## config.mk

```make
export PLATFORM = sky130hd
export DESIGN_NAME = slwa_front
export DESIGN_NICKNAME = d
export VERILOG_FILES = /design/src/rtl/core/slwa_pkg.sv /design/src/rtl/core/slwa_front.sv
export SDC_FILE = /design/constraint.sdc
export NUM_CORES = 1
export LEC_CHECK = 0
export BUFFER_PORTS_ARGS = -buffer_cell sky130_fd_sc_hd__buf_4
export CORE_ASPECT_RATIO = 0.5
export CORE_MARGIN = 4
export CORE_UTILIZATION = 38
export DETAILED_ROUTE_END_ITERATION = 12
export GPL_ROUTABILITY_DRIVEN = 0
export GPL_TIMING_DRIVEN = 0
export PLACE_DENSITY = 0.91
export SYNTH_ARGS = -nofsm -noshare
export SYNTH_HDL_FRONTEND = slang
export SYNTH_SLANG_ARGS = --single-unit
```

## constraint.sdc

```tcl
create_clock -name vclk -period 9.7
set_input_delay 2.91 -clock vclk [all_inputs]
set_output_delay 2.91 -clock vclk [all_outputs]
set_load 0.03 [all_outputs]
```

## src/rtl/core/slwa_pkg.sv

```systemverilog
`default_nettype none

package slwa_pkg;

  localparam int FULL_TURN = 4096;
  localparam logic signed [31:0] TURN_S = 32'(FULL_TURN);
  localparam logic signed [31:0] HALF_TURN = 32'(FULL_TURN / 2);

  localparam int QDEPTH = 4;
  localparam int QPTR_W = $clog2(QDEPTH);
  localparam int QCNT_W = $clog2(QDEPTH + 1);

  localparam int ODEPTH = 4;
  localparam int OPTR_W = $clog2(ODEPTH);
  localparam int OCNT_W = $clog2(ODEPTH + 1);

  localparam int QUO_W = 32;
  localparam int DIV_STEP = 4;
  localparam int DIV_STAGES = QUO_W / DIV_STEP;
  localparam int DIVISOR_W = 15;

  typedef enum logic {
    OP_LINEAR  = 1'b0,
    OP_HEADING = 1'b1
  } op_t;

  typedef struct packed {
    logic                 heading;
    logic [31:0]          start_v;
    logic [31:0]          end_v;
    logic [31:0]          pos;
    logic [DIVISOR_W-1:0] divisor;
  } item_t;

  typedef struct packed {
    logic                 neg;
    logic                 heading;
    logic [DIVISOR_W-1:0] divisor;
    logic [DIVISOR_W-1:0] rem;
    logic [QUO_W-1:0]     quo;
  } div_t;

  // restoring division, DIV_STEP quotient bits per call
  function automatic div_t div_step(div_t d);
    logic [DIVISOR_W:0] r;
    div_t               o;
    o = d;
    for (int k = 0; k < DIV_STEP; k++) begin
      r = {o.rem, o.quo[QUO_W-1]};
      o.quo = {o.quo[QUO_W-2:0], 1'b0};
      if (r >= {1'b0, o.divisor}) begin
        o.rem    = DIVISOR_W'(r - {1'b0, o.divisor});
        o.quo[0] = 1'b1;
      end else begin
        o.rem = r[DIVISOR_W-1:0];
      end
    end
    return o;
  endfunction

endpackage

`default_nettype wire

```

## src/rtl/core/slwa_front.sv

```systemverilog
`default_nettype none

module slwa_front
  import slwa_pkg::*;
(
  input  wire logic               opcode,
  input  wire logic signed [31:0] start_value,
  input  wire logic signed [31:0] end_value,
  input  wire logic signed [31:0] position,
  input  wire logic signed [15:0] span,
  output item_t                   item
);

  logic               heading;
  logic               bypass;
  logic signed [31:0] s16;
  logic signed [31:0] e16;
  logic signed [31:0] diff;
  logic signed [31:0] s_sel;
  logic signed [31:0] e_sel;

  assign heading = (op_t'(opcode) == OP_HEADING);
  assign bypass  = span[15] || (span == 16'sd0);
  assign s16     = 32'(signed'(start_value[15:0]));
  assign e16     = 32'(signed'(end_value[15:0]));
  assign diff    = e16 - s16;

  always_comb begin
    s_sel = start_value;
    e_sel = end_value;
    if (heading) begin
      s_sel = s16;
      e_sel = e16;
      if (diff > HALF_TURN) begin
        e_sel = e16 - TURN_S;
      end else if (diff < -HALF_TURN) begin
        s_sel = s16 - TURN_S;
      end
    end
    item.heading = heading;
    if (bypass) begin
      // start*1 + start*0, over 1
      item.start_v = heading ? s16 : start_value;
      item.end_v   = item.start_v;
      item.pos     = 32'd1;
      item.divisor = DIVISOR_W'(1);
    end else begin
      item.start_v = s_sel;
      item.end_v   = e_sel;
      item.pos     = position;
      item.divisor = span[DIVISOR_W-1:0];
    end
  end

endmodule

`default_nettype wire

```

# Word-level counts from Yosys, hierarchy flattened
# Cells that the tools add are included.
[word_totals]
regBits = 0
out_inout_bits = 112
input_bits = 113
[classes]
n_addsub = 3
order_cmp = 2
reduce_logical = 2
muxes = 7
[op_table]
columns = ["operator", "count"]
rows = [
  ["$mux 32", 6],
  ["$mux 111", 1],
  ["$sub 16x14->17 const B", 2],
  ["$gt 17x13->1 const B", 1],
  ["$lt 17x12->1 const B", 1],
  ["$sub 16x16->17", 1],
  ["$logic_not 16->1", 1],
  ["$logic_or 1x1->1", 1],
]

# Logic depth before layout (Yosys ltp)
# Gate-level depths: netlist of run 1.
[depth]
depth_word = 6
mapped_depth = 13
ltp_nobuf = 12

# Worst setup path after synthesis of run 1
# OpenSTA, ideal clock, no wires.
[synth_path]
path_kind = "input-to-output"
from = "in start_value[2]"
to = "out item[61] (netlist name)"
arrival_time_ps = 5910
path_stages = 11
required_time_ps = 6790
path_slack_ps = 880
path_cell_list = "inv_1 ha_1 nor2b_1 o31ai_4 a21oi_2 or4_4 a222oi_1 a32oi_1 o311a_1 a21o_1 a31oi_1"
[synth_rtl]
columns = ["element", "line_no", "text"]
rows = [
  ["start: declaration", "slwa_front.sv:7", "input wire logic signed [31:0] start_value,"],
  ["end: declaration", "slwa_front.sv:11", "output item_t item"],
]

==> summary.md, run 1 <==
| Metric | Value |
|---|---|
| Hold-fix buffers, CTS | 0 |
| Worst Hold Slack | 6.13 ns |
| Worst path arrival time | 6.55 ns |
| Initial antenna violation count | 0 |
| Psw | 0.160 mW |
| Compound-cell area share of the yosys netlist | 0.382 |
| Die area | 7100 um2 |
| Status | finished clean |
| Syn_area_per_cell | 6.60 um2 |
| Synth Area in Adders | 0.112 |
| First-pass GRT wire length | 14,800 um |
| Gr ovfl total | 0 |
| Leak | 2.08 nW |
| RSZ-0062 raised after global routing | false |
| Final TNS setup | 0 ns |
| Synth Area in Simple Gates | 0.315 |
| Design Area, Final | 3960 um2 |
| Area occupied by multi-input gates | 1860 um2 |
| Crit path launch | start_value[0] |
| Synth-to-layout area growth | 81.5% |
| Leading post-synthesis cells by cell area | and2_1 (11%), ha_1 (10%), o21ai_0 (8.5%) |
| Slew Viols, Final | 0 |
| Resize count post-CTS | 0 |
| Clk pwr share | 0 |
| WS Path Type | in2out |
| Antenna Nets Post-Route | 0 |
| Largest family of logic cells by synthesized area | compound AO/OA/AOI/OAI gates |
| Clock Buffer Count | 0 |
| Pwr/cell area | 70.7 nW/um2 |
| Dpl hpwl | 9240 um |
| Total Wirelength | 10,500 um |
| Fmax | 106 MHz |
| Synth cell types | 60 |
| Max-cap violations | 0 |
| Via density | 5.22 |
| Largest net degree at the start of global routing | 11 |
| Syn Std Cell Area | 2180 um2 |
| Number of inserted diodes | 0 |
| Post-route worst setup slack | 0.236 ns |
| Routed length per instance | 16.7 um |
| Count of final setup violators | 0 |
| Cell Area, Placed | 3960 um2 |
| Dpl ws | 0.328 ns |
| Drt first pass iters | 5 |
| VDD IR max | 0.0000507 V |
| Min-delay worst type | in2out |
| Post-synthesis mux area share | 0.00516 |
| PortBufs | 225 |
| Layout cell share with drive strength beyond 1 | 0.459 |
| Logic pwr share | 1.000 |
| Worst hold start | position[0] |
| Cell-internal power | 0.120 mW |
| Die Ht | 61.6 um |
| Drt drc | 0 |
| CP Capture Point | item[72] |
| WHS Path Cells | 3 |
| Critical path capture point type | output port |
| IO Pins | 225 |
| Net Sw Frac | 0.572 |
| Most instantiated library cell after synthesis | inv_1 |
| DIE WIDTH | 115 um |
| Final Hold Viols | 0 |
| Final nets | 690 |
| XOR/XNOR Fraction of Synth Area | 0.0361 |
| Tot GR Track Use | 0.261 |
| Syn nets | 463 |
| Area of the core | 5520 um2 |
| Yosys top cell by area | and2_1 |
| Sequential power share | 0 |
| Detailed Route Iter0 Violations | 229 |
| CP max FO | 10 |
| Storage cell area | 0 um2 |
| Cells after Synth | 331 |
| Filler cell count | 478 |
| CP Launch Type | input port |
| Final Cycle Share | 0.976 |
| Setup Buffers After CTS | 0 |
| Seq_cells | 0 |
| Top cell type's share of synthesized area | 0.109 |
| Register area share after synthesis | 0 |
| Row count | 19 |
| Total Power | 0.280 mW |
| Worst Max-Slew Pin Slew | 0.522 ns |
| Initial Util | 0.396 |
| Post-synth top cells | inv_1 (39), and2_1 (38), o21ai_0 (37), nand2_1 (24), ha_1 (18) |
| Ys Warns | 0 |
| Data required time at the worst endpoint | 6.79 ns |
| Vias in the first global route | 2,941 |
| Vias | 3,281 |
| Post-layout min period | 9.46 ns |
| Max_slew headroom | 0.649 |
==> layout by cell type (no fill, tap or decap), types with 2 or more instances in the layout <==
cell type	Yosys	routed
a211o_1	3	3
a211oi_1	2	2
a21boi_0	2	2
a21o_1	2	2
a21oi_1	12	12
a21oi_2	2	2
a31oi_1	4	4
and2_1	38	38
buf_2	2	2
buf_4	13	238
buf_6	2	2
clkbuf_1	12	12
ha_1	18	18
inv_1	39	39
nand2_1	24	24
nand2b_1	3	3
nand3_1	2	2
nand3b_1	3	3
nor2_1	10	10
nor2b_1	13	13
nor3_1	7	7
nor4_1	7	7
o211a_1	3	3
o21a_1	6	6
o21ai_0	37	37
o21ai_1	2	2
o221a_1	13	13
o221a_2	3	3
o31a_1	3	3
o31ai_1	4	4
o31ai_4	2	2
or3_1	3	3
xnor2_1	8	8
==> layer usage <==
| metal | routed length, um | track usage | vias up |
|---|---|---|---|
| met5 | 0 | 0 | - |
| met4 | 159 | 0.0485 | 0 |
| met3 | 586 | 0.0108 | 10 |
| met2 | 5500 | 0.489 | 108 |
| met1 | 4290 | 0.345 | 1529 |
| li1 | - | - | 1634 |
==> power by group through the flow <==
stage               Clock (mW)  Combinational (mW)  Sequential [mW]
floorplan                    0               0.166                0
global placement             0               0.275                0
detailed placement           0               0.278                0
CTS                          0               0.279                0
global route                 0               0.300                0
finish                       0               0.280                0
==> through the flow <==
stage               utilization  std cells
finish                    0.719        629
global route              0.719        629
CTS                       0.719        629
detailed placement        0.719        629
global placement          0.719        629
floorplan                     -        331
==> logic make-up (layout without fill, tap and decap cells) <==
group,after synthesis,after routing
muxes,1,1
AOI/OAI and AO/OA,112,112
and+or+nand+nor,121,121
adders and majority gates,19,19
buffers and inverters,69,294
xor gates and xnor gates,9,9
==> worst max-delay path, stage by stage <==
cell and delay (ns):
buf_4 0.12, ha_1 0.22, fa_1 0.42, nor2b_1 0.39
o31ai_4 0.12, a21boi_0 0.26, nor3_1 0.08, or3b_1 0.37
a32oi_1 0.43, o31ai_4 0.14, a32oi_2 0.40, buf_2 0.30
o221a_1 0.24, buf_4 0.17
==> layout make-up <==
| cell class | instances | share of cell area |
|---|---|---|
| Timing Repair Buffer | 225 | 0.426 |
| Inverter | 39 | 0.0369 |
| Multi-Input combinational cell | 262 | 0.469 |
| Tap cell | 73 | 0.0230 |
| Buffer | 30 | 0.0451 |
==> how the worst min path moves through the flow <==
stage,end,slack (ns)
finish,item[15],6.13
global route,item[15],6.14
CTS,item[85],6.13
detailed placement,item[85],6.13
global placement,item[89],6.13
floorplan,item[10],5.93
Note: power is estimated with default switching activity, not from simulation.
==> inputs of run 2 (changes only) <==
- PLACE_DENSITY: 0.91 -> 0.86
==> run 2 against run 1 <==
Net effect:
- critical path depth unchanged
- via count down 0.24%
- maximum frequency about the same
- count of clock-buffer cells in the layout unchanged
- sequential share of layout area unchanged
- non-clock buffer count unchanged
- die area unchanged
- flip-flop and latch count unchanged
- power about the same
- cell area unchanged
- first-iteration DRC count down 9.6%
- critical path type unchanged
==> summary.md, run 2 (synthesized netlist as in run 1, its figures left out) <==
| Metric | Value |
|---|---|
| First-pass GRT wire length | 14,500 um (-2.4%) |
| Count of final setup violators | 0 (unchanged) |
| Clock Buffer Count | 0 (unchanged) |
| Critical path capture point type | output port |
| Vias | 3,273 (-0.24%) |
| Area of the core | 5520 um2 (unchanged) |
| Setup Buffers After CTS | 0 (unchanged) |
| CP max FO | 10 (unchanged) |
| Final nets | 690 (unchanged) |
| CP Launch Type | input port |
| Final Cycle Share | 0.976 (about the same) |
| WS Path Type | in2out |
| PortBufs | 225 (unchanged) |
| Drt drc | 0 (unchanged) |
| Hold-fix buffers, CTS | 0 (unchanged) |
| Routed length per instance | 16.4 um (-2.2%) |
| Antenna Nets Post-Route | 0 (unchanged) |
| DIE WIDTH | 115 um (unchanged) |
| Initial Util | 0.396 (unchanged) |
| Worst Max-Slew Pin Slew | 0.545 ns (+0.0237 ns) |
| Dpl hpwl | 9070 um (-1.8%) |
| IO Pins | 225 (unchanged) |
| RSZ-0062 raised after global routing | false |
| Gr ovfl total | 0 (unchanged) |
| Final TNS setup | 0 ns (unchanged) |
| Resize count post-CTS | 0 (unchanged) |
| Slew Viols, Final | 0 (unchanged) |
| Seq_cells | 0 (unchanged) |
| Final core utilization | 0.719 (unchanged) |
| Max_slew headroom | 0.633 (-0.0160) |
| Worst path arrival time | 6.56 ns (about the same) |
| Data required time at the worst endpoint | 6.79 ns (about the same) |
| Die area | 7100 um2 (unchanged) |
| Via density | 5.20 (-0.24%) |
| Most common cell after layout, fill and taps aside | buf_4 |
| Most frequent cells in the layout | buf_4 (238), inv_1 (39), and2_1 (38), o21ai_0 (37), nand2_1 (24) |
| Die Ht | 61.6 um (unchanged) |
| Fmax | 106 MHz (about the same) |
| Vias in the first global route | 2,874 (-2.3%) |
| Leak | 2.08 nW (unchanged) |
| VDD IR max | 0.0000524 V (+3.5%) |
| Detailed Route Iter0 Violations | 207 (-9.6%) |
| Status | finished clean |
| Initial antenna violation count | 0 (unchanged) |
| Worst Hold Slack | 6.13 ns (-0.00401 ns) |
| Pwr/cell area | 70.7 nW/um2 (about the same) |
| Largest net degree at the start of global routing | 11 (unchanged) |
| Layout cell share with drive strength beyond 1 | 0.459 (unchanged) |
| Max-cap violations | 0 (unchanged) |
| Tot GR Track Use | 0.251 (-0.0100) |
| Synth-to-layout area growth | 81.5% (unchanged) |
| Post-layout min period | 9.47 ns (+0.00313 ns) |
| Storage cell area | 0 um2 (unchanged) |
| Number of inserted diodes | 0 (unchanged) |
| Row count | 19 (unchanged) |
| Total Wirelength | 10,300 um (-2.2%) |
| Drt first pass iters | 5 (unchanged) |
| Min-delay worst type | in2out |
| Filler cell count | 506 (+5.9%) |
| Final Hold Viols | 0 (unchanged) |
[run 2: cell counts in the layout (fill, tap and decap cells not counted)]
Identical to the previous run, type by type.
[run 2: routing by layer]
metal / GRT usage / share of wire / up-vias
met3: 0.0177 / 0.058 / 8
met2: 0.470 / 0.51 / 120
met5: 0 / 0 / -
met1: 0.332 / 0.42 / 1513
met4: 0.0351 / 0.011 / 0
li1: - / - / 1632
[run 2: critical path: stages]
cell and delay, ns:
buf_4 0.13, ha_1 0.22, fa_1 0.41, nor2b_1 0.38, o31ai_4 0.11, a21boi_0 0.27, nor3_1 0.09, or3b_1 0.38
a32oi_1 0.41, o31ai_4 0.14, a32oi_2 0.41, buf_2 0.28, o221a_1 0.22, buf_4 0.17
[run 2: area by class of cell]
class,instances,area (um2),area share
Multi-Input combinational cell,262,1860,0.469
Timing Repair Buffer,225,1690,0.426
Buffer,30,179,0.0451
Inverter,39,146,0.0369
Tap cell,73,91.3,0.0230
[run 2: path summary, 6_finish.rpt]
path,from,to,slack (ns),depth (start not counted)
worst max-delay path,start_value[0],item[74],0.23,14
worst min-delay path,position[0],item[15],6.13,3
[run 2: power breakdown]
part	switching (mW)	leakage (nW)	total (mW)	internal, mW
combinational	0.160	2.08	0.280	0.120
sequential	0	0	0	0
clock	0	0	0	0
[run 2: metrics by stage]
step / setup slack, ns / total power [mW] / instance area (um2) / instances
global route: 0.0180 / 0.299 / 3960 / 629
detailed placement: 0.288 / 0.279 / 3960 / 629
floorplan: 0.880 / 0.166 / 2180 / 331
finish: 0.233 / 0.280 / 3960 / 629
global placement: 0.330 / 0.275 / 3960 / 629
CTS: 0.274 / 0.279 / 3960 / 629
