<file path="src/rtl/core/slwa_pkg.sv">
`default_nettype none

package slwa_pkg;

  localparam int FULL_TURN = 4096;
  localparam logic signed [31:0] TURN_S = 32'(FULL_TURN);
  localparam logic signed [31:0] HALF_TURN = 32'(FULL_TURN / 2);

  localparam int QDEPTH = 4;
  localparam int QPTR_W = $clog2(QDEPTH);
  localparam int QCNT_W = $clog2(QDEPTH + 1);

  localparam int ODEPTH = 4;
  localparam int OPTR_W = $clog2(ODEPTH);
  localparam int OCNT_W = $clog2(ODEPTH + 1);

  localparam int QUO_W = 32;
  localparam int DIV_STEP = 4;
  localparam int DIV_STAGES = QUO_W / DIV_STEP;
  localparam int DIVISOR_W = 15;

  typedef enum logic {
    OP_LINEAR  = 1'b0,
    OP_HEADING = 1'b1
  } op_t;

  typedef struct packed {
    logic                 heading;
    logic [31:0]          start_v;
    logic [31:0]          end_v;
    logic [31:0]          pos;
    logic [DIVISOR_W-1:0] divisor;
  } item_t;

  typedef struct packed {
    logic                 neg;
    logic                 heading;
    logic [DIVISOR_W-1:0] divisor;
    logic [DIVISOR_W-1:0] rem;
    logic [QUO_W-1:0]     quo;
  } div_t;

  // restoring division, DIV_STEP quotient bits per call
  function automatic div_t div_step(div_t d);
    logic [DIVISOR_W:0] r;
    div_t               o;
    o = d;
    for (int k = 0; k < DIV_STEP; k++) begin
      r = {o.rem, o.quo[QUO_W-1]};
      o.quo = {o.quo[QUO_W-2:0], 1'b0};
      if (r >= {1'b0, o.divisor}) begin
        o.rem    = DIVISOR_W'(r - {1'b0, o.divisor});
        o.quo[0] = 1'b1;
      end else begin
        o.rem = r[DIVISOR_W-1:0];
      end
    end
    return o;
  endfunction

endpackage

`default_nettype wire

</file>
<file path="src/rtl/core/slwa_back.sv">
`default_nettype none

module slwa_back
  import slwa_pkg::*;
(
  input  wire logic        clk,
  input  wire logic        rst_n,
  input  wire logic        q_empty,
  input  wire item_t       q_item,
  output logic             q_pop,
  output logic             out_empty,
  input  wire logic        out_pop,
  output logic [31:0]      out_result
);

  logic                 en;

  // multiply stage
  logic                 m_vld_r;
  logic [31:0]          m_pe_r;
  logic [31:0]          m_ps_r;
  logic [DIVISOR_W-1:0] m_div_r;
  logic                 m_head_r;
  logic [31:0]          rem_w;
  logic [31:0]          pe_w;
  logic [31:0]          ps_w;

  // sum / magnitude stage
  logic                 a_vld_r;
  div_t                 a_r;
  logic [31:0]          sum_w;

  // divider stages
  logic                 d_vld_r [DIV_STAGES];
  div_t                 d_r     [DIV_STAGES];

  // result buffer
  logic [31:0]          ob_r [ODEPTH];
  logic [OPTR_W-1:0]    ob_wr_r, ob_wr_nxt;
  logic [OPTR_W-1:0]    ob_rd_r, ob_rd_nxt;
  logic [OCNT_W-1:0]    ob_cnt_r, ob_cnt_nxt;
  logic                 ob_push;
  logic                 ob_pop;
  logic [QUO_W-1:0]     q_signed;
  logic [31:0]          res_w;
  div_t                 last;

  assign en    = (ob_cnt_r != OCNT_W'(ODEPTH));
  assign q_pop = en && !q_empty;

  assign rem_w = {{(32-DIVISOR_W){1'b0}}, q_item.divisor} - q_item.pos;
  assign pe_w  = q_item.end_v * q_item.pos;
  assign ps_w  = q_item.start_v * rem_w;

  always_ff @(posedge clk) begin
    if (!rst_n) begin
      m_vld_r <= 1'b0;
    end else if (en) begin
      m_vld_r <= q_pop;
    end
  end

  always_ff @(posedge clk) begin
    if (en) begin
      m_pe_r   <= pe_w;
      m_ps_r   <= ps_w;
      m_div_r  <= q_item.divisor;
      m_head_r <= q_item.heading;
    end
  end

  assign sum_w = m_pe_r + m_ps_r;

  always_ff @(posedge clk) begin
    if (!rst_n) begin
      a_vld_r <= 1'b0;
    end else if (en) begin
      a_vld_r <= m_vld_r;
    end
  end

  always_ff @(posedge clk) begin
    if (en) begin
      a_r.neg     <= sum_w[31];
      a_r.heading <= m_head_r;
      a_r.divisor <= m_div_r;
      a_r.rem     <= '0;
      a_r.quo     <= sum_w[31] ? (~sum_w + 32'd1) : sum_w;
    end
  end

  always_ff @(posedge clk) begin
    if (!rst_n) begin
      for (int i = 0; i < DIV_STAGES; i++) begin
        d_vld_r[i] <= 1'b0;
      end
    end else if (en) begin
      d_vld_r[0] <= a_vld_r;
      for (int i = 1; i < DIV_STAGES; i++) begin
        d_vld_r[i] <= d_vld_r[i-1];
      end
    end
  end

  always_ff @(posedge clk) begin
    if (en) begin
      d_r[0] <= div_step(a_r);
      for (int i = 1; i < DIV_STAGES; i++) begin
        d_r[i] <= div_step(d_r[i-1]);
      end
    end
  end

  // sign restore, heading wraps to 16 bits
  assign last     = d_r[DIV_STAGES-1];
  assign q_signed = last.neg ? (~last.quo + 32'd1) : last.quo;
  assign res_w    = last.heading ? 32'(signed'(q_signed[15:0])) : q_signed;

  assign ob_push    = en && d_vld_r[DIV_STAGES-1];
  assign out_empty  = (ob_cnt_r == '0);
  assign ob_pop     = out_pop && !out_empty;
  assign out_result = ob_r[ob_rd_r];

  always_comb begin
    ob_wr_nxt  = ob_push ? ob_wr_r + 1'b1 : ob_wr_r;
    ob_rd_nxt  = ob_pop ? ob_rd_r + 1'b1 : ob_rd_r;
    ob_cnt_nxt = ob_cnt_r;
    if (ob_push && !ob_pop) begin
      ob_cnt_nxt = ob_cnt_r + 1'b1;
    end else if (ob_pop && !ob_push) begin
      ob_cnt_nxt = ob_cnt_r - 1'b1;
    end
  end

  always_ff @(posedge clk) begin
    if (!rst_n) begin
      ob_wr_r  <= '0;
      ob_rd_r  <= '0;
      ob_cnt_r <= '0;
    end else begin
      ob_wr_r  <= ob_wr_nxt;
      ob_rd_r  <= ob_rd_nxt;
      ob_cnt_r <= ob_cnt_nxt;
    end
  end

  always_ff @(posedge clk) begin
    if (ob_push) begin
      ob_r[ob_wr_r] <= res_w;
    end
  end

endmodule

`default_nettype wire

</file>
<file path="config.mk">
export PLATFORM = sky130hd
export DESIGN_NAME = slwa_back
export DESIGN_NICKNAME = d
export VERILOG_FILES = /design/src/rtl/core/slwa_pkg.sv /design/src/rtl/core/slwa_back.sv
export SDC_FILE = /design/constraint.sdc
export NUM_CORES = 2
export LEC_CHECK = 0
export BUFFER_PORTS_ARGS = -buffer_cell sky130_fd_sc_hd__buf_2
export CAP_MARGIN = 20
export CORE_MARGIN = 1.5
export CORE_UTILIZATION = 40
export CTS_BUF_LIST = sky130_fd_sc_hd__clkbuf_8
export DETAILED_ROUTE_END_ITERATION = 10
export PLACE_DENSITY = 0.6
export SYNTH_ARGS = -nofsm -noshare
export SYNTH_HDL_FRONTEND = slang
export SYNTH_SLANG_ARGS = --single-unit
</file>
<file path="constraint.sdc">
create_clock -name clk -period 18.9 [get_ports clk]
set_input_delay 0.945 -clock clk [delete_from_list [all_inputs] [get_ports clk]]
set_output_delay 0.945 -clock clk [all_outputs]
set_load 0.05 [all_outputs]
</file>
Word level (Yosys, flattened, before mapping)
Memories as Yosys holds them, arrays and structs flattened. A register that Yosys moved wholly into a read port is not among the register bits.
Index checks and enable logic that the tools add are counted.
- bits in registers: 138
- bits in writable memories: 648
- logic and storage cells: 263
- input bits: 116
- output and inout port bits: 34
- memories: 3
- add/subtract/negate cells: 40
- magnitude comparators: 32
- reduce and logical (&&, ||, !) cells: 11
- eq/ne operators: 1
- $mul: 2
- mux-type cells: 150
- bitwise operators: 10
- memory list (name ; words ; width ; rd ports ; clocked after Yosys merged registers in ; wr ports ; line ; source):
    d_r ; 8 ; 64 ; 8 ; 0 ; 8 ; slwa_back.sv:35 ; div_t d_r [DIV_STAGES];
    ob_r ; 4 ; 32 ; 1 ; 1 ; 1 ; slwa_back.sv:38 ; logic [31:0] ob_r [ODEPTH];
    d_vld_r ; 8 ; 1 ; 8 ; 0 ; 8 ; slwa_back.sv:34 ; logic d_vld_r [DIV_STAGES];
- operators by type and width (cell ; count):
    two-way mux 15 bit ; 64
    greater-or-equal comparator 16 x 15 -> 1 bit ; 31
    subtractor 15 bit ; 31
    two-way mux 1 bit ; 79
    adder 32 x 1 -> 32 bit, second input constant ; 2
    multiplier 32 x 32 -> 32 bit ; 2
    two-way mux 32 bit ; 2
    inverter 32 bit ; 2
    adder 32 bit ; 1
    subtractor 15 x 32 -> 32 bit ; 1
    two-way mux 31 bit ; 1
    greater-or-equal comparator 1 x 15 -> 1 bit ; 1
    subtractor 1 x 15 -> 15 bit ; 1
    bitwise OR 1 bit ; 8
    two-way mux 3 bit ; 2
    logical AND 1 bit ; 5
    adder 2 x 1 -> 2 bit, second input constant ; 2
    logical NOT 1 bit ; 4
    two-way mux 2 bit ; 2
    adder 3 x 1 -> 3 bit, second input constant ; 1
    logical NOT 3 bit ; 1
    != test 3 bit, second input constant ; 1
    subtractor 3 x 1 -> 3 bit, second input constant ; 1
    nonzero test 2 bit ; 1

Depth between registers and ports, before layout
An unclocked memory read counts as a cell.
- word-level depth: 13
- mapped depth: 69
- mapped depth without buffers: 65

Worst setup path before layout
Ideal clock, no wire load.
- path kind: flip-flop to flip-flop
- start point: register ob_cnt_r[0]
- end point: memory ob_r[0][0] (enable)
- setup time: 0.392 ns
- slack: -1.183 ns
- cell stages (with the launch flop): 7
- data required time: 18.508 ns
- arrival: 19.690 ns
- cell sequence: dfxtp_1 nor2_1 and2_1 clkbuf_1 inv_1 clkbuf_1 and3_1
- longest elaborated chain between the ends: 4
- ends and longest elaborated chain (element ; line ; source):
    start: declaration ; slwa_back.sv:41 ; logic [OCNT_W-1:0] ob_cnt_r, ob_cnt_nxt;
    start signal: assignment ; slwa_back.sv:143 ; ob_cnt_r <= ob_cnt_nxt;
    != test 3 bit ; slwa_back.sv:48 ; assign en = (ob_cnt_r != OCNT_W'(ODEPTH));
    logical AND 1 bit ; slwa_back.sv:119 ; assign ob_push = en && d_vld_r[DIV_STAGES-1];
    two-way mux 1 bit ; slwa_back.sv:148 ; if (ob_push) begin
    two-way mux 1 bit (implied by the code) ; slwa_back.sv:149 ; ob_r[ob_wr_r] <= res_w;
    end: declaration ; slwa_back.sv:38 ;
Every way passes these cells.

==> Flow_metrics.wiki <==
{| class="wikitable"
! Metric !! Value
|-
| Post-synthesis compound-gate area fraction || 10.4%
|-
| Category of the critical setup timing path || reg2reg
|-
| Top cell type's share of synthesized area || 26.6%
|-
| Floorplan row count || 168
|-
| Detail Route Antenna Nets || 0
|-
| Half-perimeter wire length of the detailed placement result || 168000 um
|-
| Proportion of layout cells with a drive suffix above 1 || 8.24%
|-
| Post-synthesis cell type with the largest combined area || edfxtp_1
|-
| Count of input and output buffers || 149
|-
| Pin count of the biggest net entering global routing || 168
|-
| Flip-flop and latch area || 22600 um^2
|-
| Hold buffers post-CTS || 0
|-
| Sequential share of the synthesized area || 26.9%
|-
| Clock tree sinks || 758
|-
| Arrival time worst endpoint || 15.92 ns
|-
| Number of synthesized flops with an enable pin || 746
|-
| Overall die width || 462 um
|-
| Count of maximum capacitance violations || 0
|-
| Skew final || 0.0694 ns
|-
| Routed Wire Length || 213000 um
|-
| Hold Path Class || in2reg
|-
| Average routed wire per standard cell || 18.1 um
|-
| Kind of end point of the critical path || flop
|-
| Placer's final routability congestion estimate || 0.880
|-
| Setup_tns || 0 ns
|-
| Maximum root-to-sink buffer count || 3
|-
| Leading cell types by total area after synthesis || edfxtp_1, fa_1, ha_1, inv_1, nand2_1
|-
| Crit share post-route || 80.8%
|-
| Initial core utilization || 40.2%
|-
| Number of antenna violations at the first check in global routing || 8
|-
| Global-route congestion overflow total || 0
|-
| Clock-pin slew on the worst setup and hold paths || 0.06 ns
|-
| Outcome || completed
|-
| Data required time at the worst endpoint || 19.56 ns
|-
| Post-Syn Nets || 10465
|-
| Worst path max stage delay || 0.54 ns
|-
| Number of warnings printed during yosys synthesis || 0
|-
| Remaining max-slew budget at the tightest pin || 29.9%
|-
| Cell chosen for the clock root || clkbuf_8
|-
| Final setup violating endpoints || 0
|-
| Number of CTS-inserted buffers || 138
|-
| Unrepaired setup endpoints after global routing || no
|-
| Most frequently used flop master after synthesis || edfxtp_1
|-
| Crit-path slowest cell || edfxtp_1
|-
| Buffers inserted by post-CTS timing repair || 0
|-
| Peak Freq || 65.5 MHz
|-
| Distinct cell type count after synthesis || 104
|-
| Core area || 209000 um^2
|-
| XOR/XNOR Fraction of Synth Area || 4.83%
|-
| Total routing usage reported by global routing || 20.2%
|-
| Clock latency on the worst-skew pair || 0.86 ns
|-
| Number of detailed-routing iterations run before antenna repair || 5
|-
| Total number of vias || 61219
|-
| Post-CTS sizing || 0
|-
| First-pass GRT wire length || 341000 um
|-
| Combinational family with the most area after synthesis || adder cells
|-
| Drt first-iter violations || 3808
|-
| Y dimension of the die || 462 um
|-
| Mapped Cells || 8734
|-
| Fillcell total || 20196
|-
| Relative area change from synthesis to final layout || 7.93%
|-
| Post-route minimum period || 15.26 ns
|-
| CP Max Fanout || 28
|-
| Simple-gate share of the synthesized area || 14.1%
|-
| Avg Vias per Cell || 5.22
|-
| Final Hold Fails || 0
|-
| Die Area || 213000 um^2
|-
| Share of synthesized flip-flops with an asynchronous set or reset || 0%
|-
| Post-synthesis share of cell area spent on full adders, half adders and majority gates || 31.6%
|-
| Area of the multi-input gates || 55000 um^2
|-
| Average cell area after synthesis || 9.64 um^2
|-
| Via count of the first global-routing pass || 63055
|-
| Critical Path Most Common Cell || o21ai_0
|-
| Startpoint types || flop
|-
| # DRC || 0
|-
| Post-Synthesis Cell Area || 84200 um^2
|-
| Max-slew violation count || 0
|-
| CTS tree || done
|-
| Slew of the pin with the lowest slew margin || 1.05 ns
|-
| H-tree levels || 4
|-
| Number of synthesized register bits || 758
|-
| Io pins || 150
|-
| Multiplexer share of the synthesized area || 4.25%
|-
| Final-stage net count || 10548
|}
-- final cells by class --
class                      count  share of cell area (%)
multi-input combinational   6203                    60.5
sequential                   758                    24.9
inverter                    1500                    6.21
tap                         2805                    3.86
clock buffer                 139                    2.11
timing repair buffer         216                    1.40
clock inverter               107                   0.978
antenna                        4                  0.0110
-- kinds of logic (layout without fill, tap and decap cells) --
logic type      count (synthesis)  in the layout
compound gates               1330           1330
xor+xnor                      454            454
fa+ha+maj                    1616           1616
buf+inv                      1773           1962
flops                         758            758
mux                           288            288
other cells                     0              4
simple gates                 2515           2515
-- metal layers --
metal,vias up,GRT usage [%],share of wire (%)
met4,0,6.19,2.9
met5,-,0,0
met3,302,2.47,4.9
li1,29133,-,-
met1,30177,27.3,45
met2,1607,33.6,47
-- path summary, 6_finish.rpt --
path | start | end | slack (ns) | cells after the start
setup / recovery | d_r[0][176] | d_r[0][225] | 3.64 | 64
hold / removal | q_item[111] | m_head_r | 0.36 | 1
setup reg to reg | d_r[0][176] | d_r[0][225] | 3.64 | 64
hold reg to reg | d_r[0][88] | d_r[0][156] | 0.39 | 0
-- metrics by stage --
stage / hold slack [ns] / cells / utilization, % / setup slack, ns / instance area (um^2)
floorplan: 0.400 / 8734 / - / 6.19 / 84200
global placement: 0.401 / 11480 / 42.0 / 4.11 / 88000
detailed placement: 0.405 / 11481 / 42.0 / 3.95 / 88000
CTS: 0.257 / 11727 / 43.4 / 3.87 / 90800
global route: 0.283 / 11730 / 43.4 / 2.11 / 90800
finish: 0.360 / 11732 / 43.4 / 3.64 / 90800
-- synthesized netlist by cell type, types with 12 or more instances --
cell      number
or3_1         35
edfxtp_1     746
buf_2         24
clkbuf_1     225
nand4_1       96
o311ai_0      20
a221o_1       13
mux2i_1       42
o21ai_0      365
nand2_1     1082
xnor2_1      321
and2_1       370
o211ai_1      22
o31ai_1       56
mux4_2        32
dfxtp_1       12
a21o_1       109
a21boi_0     181
nor2_1       422
inv_1       1496
a31oi_1       19
and3_1        42
ha_1         766
o21ai_1       31
xor2_1       127
or4_1         12
nor2b_1      111
nor3_1        88
o41ai_1       14
a211oi_1      34
or2_2         20
nand2b_1      69
o21bai_1      32
buf_1         21
o21a_1        36
nor4_1        31
mux2_2       203
nand3_1      101
a21oi_1      261
fa_1         849
-- cells in the final DEF (no fill, tap or decap), types with 69 or more instances in the layout --
master / Yosys / final
fa_1: 849 / 849
ha_1: 766 / 766
nor2_1: 422 / 421
nand3_1: 101 / 101
a21o_1: 109 / 109
edfxtp_1: 746 / 746
nand2_1: 1082 / 1082
nand4_1: 96 / 96
xnor2_1: 321 / 315
a21boi_0: 181 / 181
a21oi_1: 261 / 261
clkbuf_8: 0 / 139
buf_2: 24 / 150
inv_1: 1496 / 1541
o21ai_0: 365 / 365
nand2b_1: 69 / 69
nor2b_1: 111 / 111
mux2_2: 203 / 203
and2_1: 370 / 371
xor2_1: 127 / 125
nor3_1: 88 / 87
-- flip-flops by register name (all words and copies together) (netlist names), named ones only --
register and cells:
m_pe_r 32, ob_wr_r 2, m_ps_r 32, ob_r 128
d_vld_r 8, ob_cnt_r 3, d_r 482, a_r 49
m_div_r 15, a_vld_r 1, m_head_r 1, m_vld_r 1
ob_rd_r 2
-- critical path, delay by kind of cell, from the launching register on --
| kind | cells | cell delay, ns |
|---|---|---|
| flip-flops | 1 | 0.54 |
| adder cells (fa/ha/maj) | 4 | 1.56 |
| AND/OR/NAND/NOR | 8 | 1.71 |
| buffers and inverters | 7 | 1.64 |
| multiplexers | 2 | 0.82 |
| AO/OA/AOI/OAI | 43 | 8.75 |
Power is not shown: default switching activity piles up to over one toggle a cycle in this logic, so the estimate is an artifact.
