<file path="src/rtl/core/slwa_pkg.sv">
`default_nettype none

package slwa_pkg;

  localparam int FULL_TURN = 4096;
  localparam logic signed [31:0] TURN_S = 32'(FULL_TURN);
  localparam logic signed [31:0] HALF_TURN = 32'(FULL_TURN / 2);

  localparam int QDEPTH = 4;
  localparam int QPTR_W = $clog2(QDEPTH);
  localparam int QCNT_W = $clog2(QDEPTH + 1);

  localparam int ODEPTH = 4;
  localparam int OPTR_W = $clog2(ODEPTH);
  localparam int OCNT_W = $clog2(ODEPTH + 1);

  localparam int QUO_W = 32;
  localparam int DIV_STEP = 4;
  localparam int DIV_STAGES = QUO_W / DIV_STEP;
  localparam int DIVISOR_W = 15;

  typedef enum logic {
    OP_LINEAR  = 1'b0,
    OP_HEADING = 1'b1
  } op_t;

  typedef struct packed {
    logic                 heading;
    logic [31:0]          start_v;
    logic [31:0]          end_v;
    logic [31:0]          pos;
    logic [DIVISOR_W-1:0] divisor;
  } item_t;

  typedef struct packed {
    logic                 neg;
    logic                 heading;
    logic [DIVISOR_W-1:0] divisor;
    logic [DIVISOR_W-1:0] rem;
    logic [QUO_W-1:0]     quo;
  } div_t;

  // restoring division, DIV_STEP quotient bits per call
  function automatic div_t div_step(div_t d);
    logic [DIVISOR_W:0] r;
    div_t               o;
    o = d;
    for (int k = 0; k < DIV_STEP; k++) begin
      r = {o.rem, o.quo[QUO_W-1]};
      o.quo = {o.quo[QUO_W-2:0], 1'b0};
      if (r >= {1'b0, o.divisor}) begin
        o.rem    = DIVISOR_W'(r - {1'b0, o.divisor});
        o.quo[0] = 1'b1;
      end else begin
        o.rem = r[DIVISOR_W-1:0];
      end
    end
    return o;
  endfunction

endpackage

`default_nettype wire

</file>
<file path="src/rtl/core/slwa_queue.sv">
`default_nettype none

module slwa_queue
  import slwa_pkg::*;
(
  input  wire logic  clk,
  input  wire logic  rst_n,
  input  wire logic  push,
  input  wire item_t wr_item,
  output logic       full,
  input  wire logic  pop,
  output item_t      rd_item,
  output logic       empty
);

  item_t             mem_r [QDEPTH];
  logic [QPTR_W-1:0] wr_ptr_r, wr_ptr_nxt;
  logic [QPTR_W-1:0] rd_ptr_r, rd_ptr_nxt;
  logic [QCNT_W-1:0] cnt_r, cnt_nxt;
  logic              do_push;
  logic              do_pop;

  assign full    = (cnt_r == QCNT_W'(QDEPTH));
  assign empty   = (cnt_r == '0);
  assign rd_item = mem_r[rd_ptr_r];
  assign do_push = push && !full;
  assign do_pop  = pop && !empty;

  always_comb begin
    wr_ptr_nxt = do_push ? wr_ptr_r + 1'b1 : wr_ptr_r;
    rd_ptr_nxt = do_pop ? rd_ptr_r + 1'b1 : rd_ptr_r;
    cnt_nxt    = cnt_r;
    if (do_push && !do_pop) begin
      cnt_nxt = cnt_r + 1'b1;
    end else if (do_pop && !do_push) begin
      cnt_nxt = cnt_r - 1'b1;
    end
  end

  always_ff @(posedge clk) begin
    if (!rst_n) begin
      wr_ptr_r <= '0;
      rd_ptr_r <= '0;
      cnt_r    <= '0;
    end else begin
      wr_ptr_r <= wr_ptr_nxt;
      rd_ptr_r <= rd_ptr_nxt;
      cnt_r    <= cnt_nxt;
    end
  end

  always_ff @(posedge clk) begin
    if (do_push) begin
      mem_r[wr_ptr_r] <= wr_item;
    end
  end

endmodule

`default_nettype wire

</file>
<file path="config.mk">
export PLATFORM = sky130hd
export DESIGN_NAME = slwa_queue
export DESIGN_NICKNAME = d
export VERILOG_FILES = /design/src/rtl/core/slwa_pkg.sv /design/src/rtl/core/slwa_queue.sv
export SDC_FILE = /design/constraint.sdc
export NUM_CORES = 1
export LEC_CHECK = 0
export ABC_AREA = 1
export ABC_CLOCK_PERIOD_IN_PS = 18510
export BUFFER_PORTS_ARGS = -buffer_cell sky130_fd_sc_hd__buf_2
export CAP_MARGIN = 20
export CORE_MARGIN = 4
export CORE_UTILIZATION = 40
export CTS_BUF_LIST = sky130_fd_sc_hd__clkbuf_8
export DETAILED_ROUTE_END_ITERATION = 8
export SYNTH_ARGS = -nofsm -noshare
export SYNTH_HDL_FRONTEND = slang
export SYNTH_SLANG_ARGS = --single-unit
</file>
<file path="constraint.sdc">
create_clock -name clk -period 18.51 [get_ports clk]
set_input_delay 3.702 -clock clk [delete_from_list [all_inputs] [get_ports clk]]
set_output_delay 3.702 -clock clk [all_outputs]
set_load 0.03 [all_outputs]
</file>
After elaboration in Yosys (flattened, before gate mapping)
Memories as Yosys holds them, arrays and structs flattened. A register that Yosys moved wholly into a read port is not among the register bits.
Index checks and enable logic that the tools add are counted.
{"block": "classes", "add_sub_neg": 4, "eq_ne": 1, "muxes": 6, "reduce_logical": 10}
{"operator": "$mux W3", "count": 2}
{"operator": "$add A2 B1 Y2 const B", "count": 2}
{"operator": "$logic_and A1 B1 Y1", "count": 4}
{"operator": "$logic_not A1 Y1", "count": 4}
{"operator": "$mux W2", "count": 2}
{"operator": "$add A3 B1 Y3 const B", "count": 1}
{"operator": "$eq A3 B3 Y1 const B", "count": 1}
{"operator": "$logic_not A3 Y1", "count": 1}
{"operator": "$sub A3 B1 Y3 const B", "count": 1}
{"operator": "$mux W1", "count": 2}
{"operator": "$reduce_bool A2 Y1", "count": 1}
{"block": "word_totals", "regBits": 7, "ramBits": 448, "in_bits": 116, "out_inout_bits": 114, "wordCells": 25, "n_memories": 1}
{"name": "mem_r", "depth": 4, "word_bits": 112, "read_ports": 1, "rd_ports_with_merged_regs": 1, "write_ports": 1, "line_no": "slwa_queue.sv:16", "source": "item_t mem_r [QDEPTH];"}

Depth between registers and ports, before layout
Gate-level depths: netlist (run 1).
{"block": "depth", "depth_word": 7, "mapped_depth": 13}

Worst setup path after synthesis (run 1)
OpenSTA, ideal clock, no wires.
{"block": "synth_path", "path_type": "input port to flip-flop", "startpoint": "in push", "endpoint": "mem mem_r[0][0] (netlist bit) (enable)", "arrival_ns": 8.471, "required_ns": 17.926, "setup_slack_ns": 9.455, "cell_stages": 2, "cell_sequence": "nand2_1 nor2_1"}
{"block": "synth_via", "elab_chain_len": 3}
{"element": "from (decl)", "line_no": "slwa_queue.sv:8", "source": "input wire logic push,"}
{"element": "$logic_and A1 B1 Y1", "line_no": "slwa_queue.sv:26", "source": "assign do_push = push && !full;"}
{"element": "$mux W1", "line_no": "slwa_queue.sv:53", "source": "if (do_push) begin"}
{"element": "$mux W1 (not written as such)", "line_no": "slwa_queue.sv:54", "source": "mem_r[wr_ptr_r] <= wr_item;"}
{"element": "to (decl)", "line_no": "slwa_queue.sv:16"}
Every way passes these cells.

==> flow_summary.toml, run 1 <==
[critical_path]
cp_data_required_time_ns = 14.81
crit_arrival_ns = 3.54
path_cells = "inv_8, buf_4, o21ai_0, o22ai_1, buf_2"
slowest_stage = "buf_4"
r2r-start = "cnt_r[0]"
cp-start-kind = "register"
ff2ff_path_depth = 6
slowest_delay_ns = 0.92
crit_type = "reg2out"
path_max_fanout = 121
worstSetupEndpointType = "output pin"

[power]
p_clk_share_pct = 27.0
power.switching_mw = 1.05
vdd_drop_max_uv = 81.4
powerDensity_nw_per_um2 = 146
power_frac_seq_pct = 44.6
pwr-share-comb_pct = 28.5
switching_share_pct = 36.0
p_leak_nw = 7.00
total_power_mw = 2.91
p_int_mw = 1.86

[grt]
grt_max_degree = 122
grt_overflow = 0
grt_use_total_pct = 16.7
grt_pass1_wl_mm = 60.2
antenna_found_initial = 8
grt_pass1_vias = 10300

[timing]
drv_slew = 0
relSlewSlack_pct = 29.4
fin_skew_ns = 0.0261
fmax_mhz = 138
period_share_pct = 39.1
final.min_clock_period_ns = 7.24
finalSetupTns_ns = 0
final_hold_viol_count = 0
rsz0062_at_grt = "no"
setup_viol = 0
worst_pin_slew_ns = 1.06

[detailed_routing]
drt_iter0_drc = 707
wl_per_cell_um = 19.6
dr.pass1.iters = 4
antenna_left = 0
vias = 10300
routed_wl_mm = 39.2
via_per_inst = 5.15
drc = 0

[clock_network]
cts_tree = "done"
cts_sinks = 457
clock_latency_ns = 0.62
cts_resized = 0
cts_setup_buffers = 0
clockRootBuffer = "clkbuf_8"
cts.path.max_buffers = 3
path_clk_slew_ns = 0.06
cts.hold.buffers_added = 0
numCtsBuffers = 76
cts.htree.levels = 3

[yosys]
netlist_instances = 1153
synth_warnings = 0
ys_ff_latch = 457
syn_area_per_cell_um2 = 14.8
syn_nets = 1275
ys_seq_area_share_pct = 79.8
synth_cell_type_count = 23
netlist_area_um2 = 17100

[status]
status = "finished clean"

[floorplan]
rows = 75
die_w_um = 215
io_pins = 230
fp.dieH_um = 215
coreArea_um2 = 42100
dieArea_um2 = 46100
initial_utilization_pct = 40.6

[finish]
nets = 1522
drive_gt1_share_pct = 23.6
fillers = 3722
stdcell_count = 2001
syn2layout_area_growth_pct = 16.6

[min_path]
min-delay-start = "rd_ptr_r[1]"
hp-class = "reg2reg"
hold_path_depth = 2

[run]
cap_violations = 0

[placed_design]
dpl.hpwl_mm = 21.9
post-place-cells = 1861
port_buffers = 229
place_congestion = 0.741
[worst max-delay path, delay by kind of cell, from the launching register on]
kind | cells | cell delay (ns)
buffers and inverters | 3 | 1.72
AO/OA/AOI/OAI | 2 | 0.56
flip-flops | 1 | 0.49
[logic make-up (layout without fill, tap and decap cells)]
| family | Yosys count | count (layout) | share of synthesized area (%) |
|---|---|---|---|
| AO/OA/AOI/OAI | 340 | 340 | 10.8 |
| XOR/XNOR | 1 | 1 | 0.0513 |
| adder cells (fa/ha/maj) | 6 | 6 | 0.483 |
| buffers and inverters | 91 | 396 | 3.18 |
| flip-flops | 457 | 457 | 79.8 |
| other | 0 | 4 | 0 |
| AND/OR/NAND/NOR | 258 | 258 | 5.72 |
[power groups by stage]
stage | Sequential, mW | Clock [mW] | Combinational [mW]
6_report | 1.30 | 0.784 | 0.828
5_1_grt | 1.31 | 0.861 | 0.901
4_1_cts | 1.30 | 0.810 | 0.844
3_5_place_dp | 1.32 | 0 | 0.842
3_3_place_gp | 1.32 | 0 | 0.834
2_1_floorplan | 1.32 | 0 | 0.599
[cells in the mapped netlist (all sizes together)]
| master | n | area share (%) |
|---|---|---|
| inv | 18 | 0.44 |
| edfxtp | 448 | 79 |
| nand2 | 15 | 0.33 |
| nand3 | 4 | 0.12 |
| buf | 31 | 1.8 |
| nand3b | 1 | 0.044 |
| o21ai | 225 | 6.6 |
| nor2 | 238 | 5.2 |
| xor2 | 1 | 0.051 |
| ha | 5 | 0.37 |
| clkbuf | 42 | 0.94 |
| o22ai | 112 | 4.1 |
| dfxtp | 9 | 1.1 |
| a21oi | 3 | 0.088 |
| fa | 1 | 0.12 |
[per-layer routing]
layer | share of wire, % | vias up | GRT usage [%]
met5 | 0.15 | - | 0
met4 | 1.7 | 10 | 5.25
met3 | 7.1 | 58 | 5.13
met2 | 45 | 294 | 25.4
met1 | 46 | 5078 | 23.2
li1 | - | 4858 | -
[metrics by stage]
| step | setup slack (ns) | area [um^2] | hold WS [ns] | utilization, % |
|---|---|---|---|---|
| 6_report | 11.27 | 19900 | 0.502 | 47.3 |
| 5_1_grt | 11.00 | 19900 | 0.531 | 47.3 |
| 4_1_cts | 11.24 | 19900 | 0.501 | 47.3 |
| 3_5_place_dp | 11.91 | 18600 | 0.500 | 44.1 |
| 3_3_place_gp | 11.98 | 18600 | 0.485 | 44.1 |
| 2_1_floorplan | 9.46 | 17100 | 0.465 | - |
[state kept, by name, indices dropped and copies added (netlist names), named ones only]
name      count
cnt_r         3
wr_ptr_r      2
rd_ptr_r      2
mem_r       448
[cell type report]
| class | instances | area (um^2) | area share [%] |
|---|---|---|---|
| antenna | 4 | 10.0 | 0.0502 |
| clock buffer | 77 | 1060 | 5.32 |
| clock inverter | 59 | 285 | 1.43 |
| inverter | 18 | 76.3 | 0.383 |
| multi-input combinational | 605 | 2940 | 14.8 |
| sequential | 457 | 13600 | 68.4 |
| tap | 539 | 674 | 3.38 |
| timing repair buffer | 242 | 1240 | 6.24 |
[layout by cell type, fill, tap and decap left out, drive strengths merged]
cell	instances
clkinvlp	4
nand3b	1
edfxtp	448
clkbuf	77
nand2	15
nand3	4
a21oi	3
fa	1
clkinv	33
o22ai	112
inv	39
bufinv	1
nor2	238
buf	242
o21ai	225
diode	4
xor2	1
ha	5
dfxtp	9
[worst paths after layout]
check / to / slack (ns)
max: rd_item[9] / 11.27
min: register / 0.50
max reg2reg: mem_r[3][64] / 15.22
min reg2reg: register / 0.50
No activity file was read; power rests on OpenSTA's default activity.
==> run 2, diff against run 1 <==
- ABC_CLOCK_PERIOD_IN_PS: 18510 -> 7340
- clock period: 18.51 -> 7.34 ns (I/O delays scaled with it)
==> run 2 against run 1 <==
  * Non-clock buffer count is 2 lower
  * Power grew to 2.5 times the previous value
  * Cell count hardly changed
  * First-iteration DRC count is 4.2% higher
  * Register-to-register slack got worse by 10 ns
  * Wire length fell by 1.7%
  * Critical path depth unchanged
  * Worst setup slack got worse by 9.2 ns
  * Clock power rose to 2.6 times the previous value
  * Combinational power rose by 150%
  * Critical path type unchanged
  * Critical endpoint is now rd_item[16]
==> flow_summary.toml, run 2 (synthesis results as in run 1) <==
[status]
status = "finished clean"

[detailed_routing]
antenna_left = 0
drc = 0
dr.pass1.iters = 5
drt_iter0_drc = 737
via_per_inst = 5.12
wl_per_cell_um = 19.3
vias = 10200
routed_wl_mm = 38.5

[floorplan]
die_w_um = 215
fp.dieH_um = 215
initial_utilization_pct = 40.6
dieArea_um2 = 46100
coreArea_um2 = 42100
rows = 75
io_pins = 230

[run]
cap_violations = 0

[grt]
grt_pass1_vias = 10200
grt_max_degree = 163
grt_pass1_wl_mm = 59.1
grt_use_total_pct = 16.4
busiest_layer = "met2"
grt.met3_usage_pct = 5.85
grt_overflow = 0
antenna_found_initial = 13
gr-usage-met2_pct = 24.5
use_met1_pct = 22.2

[timing]
final.min_clock_period_ns = 5.23
fin_skew_ns = 0.0139
rsz0062_at_grt = "no"
worst_pin_slew_ns = 1.06
period_share_pct = 71.3
final_hold_viol_count = 0
fmax_mhz = 191
finalSetupTns_ns = 0
drv_slew = 0
relSlewSlack_pct = 29.4
setup_viol = 0

[power]
power_frac_seq_pct = 44.8
p_clk_share_pct = 27.4
p_int_mw = 4.76
total_power_mw = 7.36
vdd_drop_max_uv = 302
p_leak_nw = 7.01
powerDensity_nw_per_um2 = 369
power.switching_mw = 2.61
pwr-share-comb_pct = 27.8
switching_share_pct = 35.4

[finish]
top_regs = "mem_r: 448 flops, cnt_r: 3 flops"
final_cell_mix = "edfxtp_1, nor2_1, buf_2"
stdcell_count = 2000
mostFrequentLayoutCell = "edfxtp_1"
nets = 1519
postLayoutCellArea_um2 = 20000
largest_register_ffs = 448
largest-register = "mem_r"
drive_gt1_share_pct = 23.4
syn2layout_area_growth_pct = 16.9

[critical_path]
crit_arrival_ns = 3.77
reg2reg_slack_ns = 4.83
r2r_end = "mem_r[0][49]"
worstSetupEndpointType = "output pin"
r2r-start = "cnt_r[0]"
crit_end = "rd_item[16]"
ff2ff_path_depth = 5
path_max_fanout = 66
cp_data_required_time_ns = 5.87
cp-start-kind = "register"
crit_type = "reg2out"

[clock_network]
numCtsBuffers = 75
cts_sinks = 457
cts.path.max_buffers = 3
clockRootBuffer = "clkbuf_8"
cts.htree.levels = 3
cts.hold.buffers_added = 0
cts_resized = 0
clock_latency_ns = 0.61
cts_tree = "done"
cts_setup_buffers = 0
path_clk_slew_ns = 0.06

[placed_design]
dpl.hpwl_mm = 20.8
place_area_um2 = 18600
port_buffers = 229
post-place-cells = 1859
place_congestion = 0.721

[min_path]
hold_path_depth = 2
hp-class = "reg2reg"
==> run 2: cell count changes in the layout (fill, tap and decap cells not counted), sizes merged <==
| cell | delta |
|---|---|
| diode | +5 |
| inv | -6 |
| clkinv | -2 |
| clkinvlp | -3 |
| buf | -2 |
| clkbuf | +7 |
==> run 2: worst min path at each step <==
stage	from	end
3_3_place_gp	rd_ptr_r[0]	rd_ptr_r[0]
4_1_cts	rd_ptr_r[0]	register
6_report	rd_ptr_r[0]	register
2_1_floorplan	rd_ptr_r[1]	register
3_5_place_dp	rd_ptr_r[0]	register
5_1_grt	rd_ptr_r[0]	register
==> run 2: cell type report <==
cell class / instances / area (um^2)
repair buffers: 240 / 1250
diodes: 9 / 22.5
fillers: 3693 / 22200
well taps: 539 / 674
flip-flops and latches: 457 / 13600
clock inverters: 48 / 218
inverters: 18 / 76.3
clock buffers: 84 / 1160
multi-input cells: 605 / 2940
==> run 2: stage by stage <==
stage | hold WS, ns | worst slack, ns | utilization, %
after floorplan | 0.465 | 0.519 | -
after global placement | 0.489 | 2.66 | 44.1
after detailed placement | 0.493 | 2.61 | 44.1
after CTS | 0.503 | 1.90 | 47.4
after global routing | 0.534 | 1.72 | 47.4
final | 0.498 | 2.11 | 47.4
==> run 2: layer usage <==
metal / part of all wire, % / wire length, um
met1: 45 / 17200
met2: 45 / 17400
met3: 7.7 / 2970
met4: 2.0 / 775
met5: 0.20 / 77
==> run 2: worst max-delay path: stages, from the launching register on <==
cell      delay [ns]
dfxtp_4         0.80
clkinv_2        1.03
buf_4           0.66
o21ai_0         0.17
o22ai_1         0.15
buf_2           0.20
==> run 2: power by group through the flow <==
stage	combinational [mW]	clock, mW	sequential (mW)
finish	2.05	2.02	3.30
CTS	2.08	2.09	3.30
global route	2.22	2.22	3.33
floorplan	1.51	0	3.32
detailed placement	2.08	0	3.36
global placement	2.06	0	3.35
==> run 3, diff against run 2 <==
- ABC_CLOCK_PERIOD_IN_PS: 7340 -> 5500
- clock period: 7.34 -> 5.5 ns (I/O delays scaled with it)
==> run 3 against run 2 <==
  * Combinational power increased by 35%
  * Sequential cell count unchanged
  * Clock power is 35% higher
  * Sequential share of layout area is 0.098 points lower
  * First-iteration DRC count decreased by 26%
  * Wire length is 3.2% lower
  * Clock skew up 0.0023 ns
  * Non-clock buffer count rose by 5
  * Critical path depth unchanged
  * Critical endpoint is now rd_item[86]
  * Largest cell class unchanged
==> flow_summary.toml, run 3 (synthesis results as in run 1) <==
[status]
status = "finished clean"

[finish]
mostFrequentLayoutCell = "edfxtp_1"
fin_util_pct = 47.5
syn2layout_area_growth_pct = 17.1
final_cell_mix = "edfxtp_1, nor2_1, buf_2"
top_regs = "mem_r: 448 flops, cnt_r: 3 flops"
largest-register = "mem_r"
nets = 1525
fillers = 3643
drive_gt1_share_pct = 23.7
largest_register_ffs = 448

[detailed_routing]
vias = 10300
drc = 0
via_per_inst = 5.12
antenna_left = 0
wl_per_cell_um = 18.6
drt_iter0_drc = 544
routed_wl_mm = 37.3
dr.pass1.iters = 4

[timing]
fmax_mhz = 247
worst_pin_slew_ns = 1.05
setup_viol = 0
fin_skew_ns = 0.0162
period_share_pct = 73.7
drv_slew = 0
holdWs_ns = 0.529
finalSetupTns_ns = 0
relSlewSlack_pct = 30.3
final.min_clock_period_ns = 4.05
final_hold_viol_count = 0
rsz0062_at_grt = "no"

[critical_path]
cp-start-kind = "register"
worstSetupEndpointType = "output pin"
path_max_fanout = 171
crit_arrival_ns = 2.95
crit_type = "reg2out"
ff2ff_path_depth = 5
cp_data_required_time_ns = 4.40

[clock_network]
clock_latency_ns = 0.61
cts_tree = "done"
cts.hold.buffers_added = 0
path_clk_slew_ns = 0.06
cts_setup_buffers = 0
cts.path.max_buffers = 3
cts_sinks = 457
clockRootBuffer = "clkbuf_8"
numCtsBuffers = 76
cts.htree.levels = 3
cts_resized = 0

[power]
p_leak_nw = 7.08
total_power_mw = 9.83
vdd_drop_max_uv = 335
powerDensity_nw_per_um2 = 491

[grt]
grt_pass1_wl_mm = 58.1
grt_use_total_pct = 15.9
antenna_found_initial = 8
grt_max_degree = 172
grt_pass1_vias = 10300
grt_overflow = 0

[floorplan]
dieArea_um2 = 46100
die_w_um = 215
fp.dieH_um = 215
initial_utilization_pct = 40.6
coreArea_um2 = 42100
rows = 75
io_pins = 230

[run]
cap_violations = 0

[min_path]
hp-class = "reg2reg"
hold_path_depth = 2

[placed_design]
port_buffers = 229
place_congestion = 0.724
dpl.hpwl_mm = 20.0
## run 3: through the flow
step,worst slack [ns],area (um^2),std cells
after global routing,1.20,20000,2002
after global placement,2.12,18600,1864
final,1.45,20000,2004
after CTS,1.37,20000,2002
after detailed placement,2.08,18600,1864
after floorplan,-0.953,17100,1153
## run 3: path summary, 6_finish.rpt
path | from | to | slack (ns)
setup / recovery | register | rd_item[86] | 1.45
hold / removal | wr_ptr_r[1] | wr_ptr_r[1] | 0.53
setup reg to reg | cnt_r[0] | mem_r[3][74] | 3.23
hold reg to reg | wr_ptr_r[1] | wr_ptr_r[1] | 0.53
## run 3: critical path, cell delays in order (launching register included)
cell	delay [ns]
dfxtp_4	0.48
inv_8	0.67
buf_4	0.46
nor2_1	0.07
o22ai_1	0.24
buf_2	0.24
## run 3: where the power goes
group	leakage, nW	internal (mW)	total, mW	switching [mW]
sequential	4.18	4.24	4.35	0.107
combinational	2.09	0.679	2.76	2.08
clock	0.807	1.43	2.72	1.29
## run 3: per-layer routing
layer / GRT usage [%] / vias up / wire length (um)
met1: 20.7 / 5033 / 16300
met4: 4.67 / 14 / 652
met3: 5.70 / 70 / 2690
met5: 0 / - / 83
li1: - / 4864 / -
met2: 25.3 / 273 / 17500
## run 3: final cells by class
type                    instances  area (um^2)  area share (%)
diodes                          2         5.00          0.0250
clock buffers                  79         1090            5.43
clock inverters                59          308            1.54
inverters                      18         76.3           0.381
multi-input cells             605         2940            14.7
flip-flops and latches        457        13600            68.2
well taps                     539          674            3.37
repair buffers                245         1280            6.39
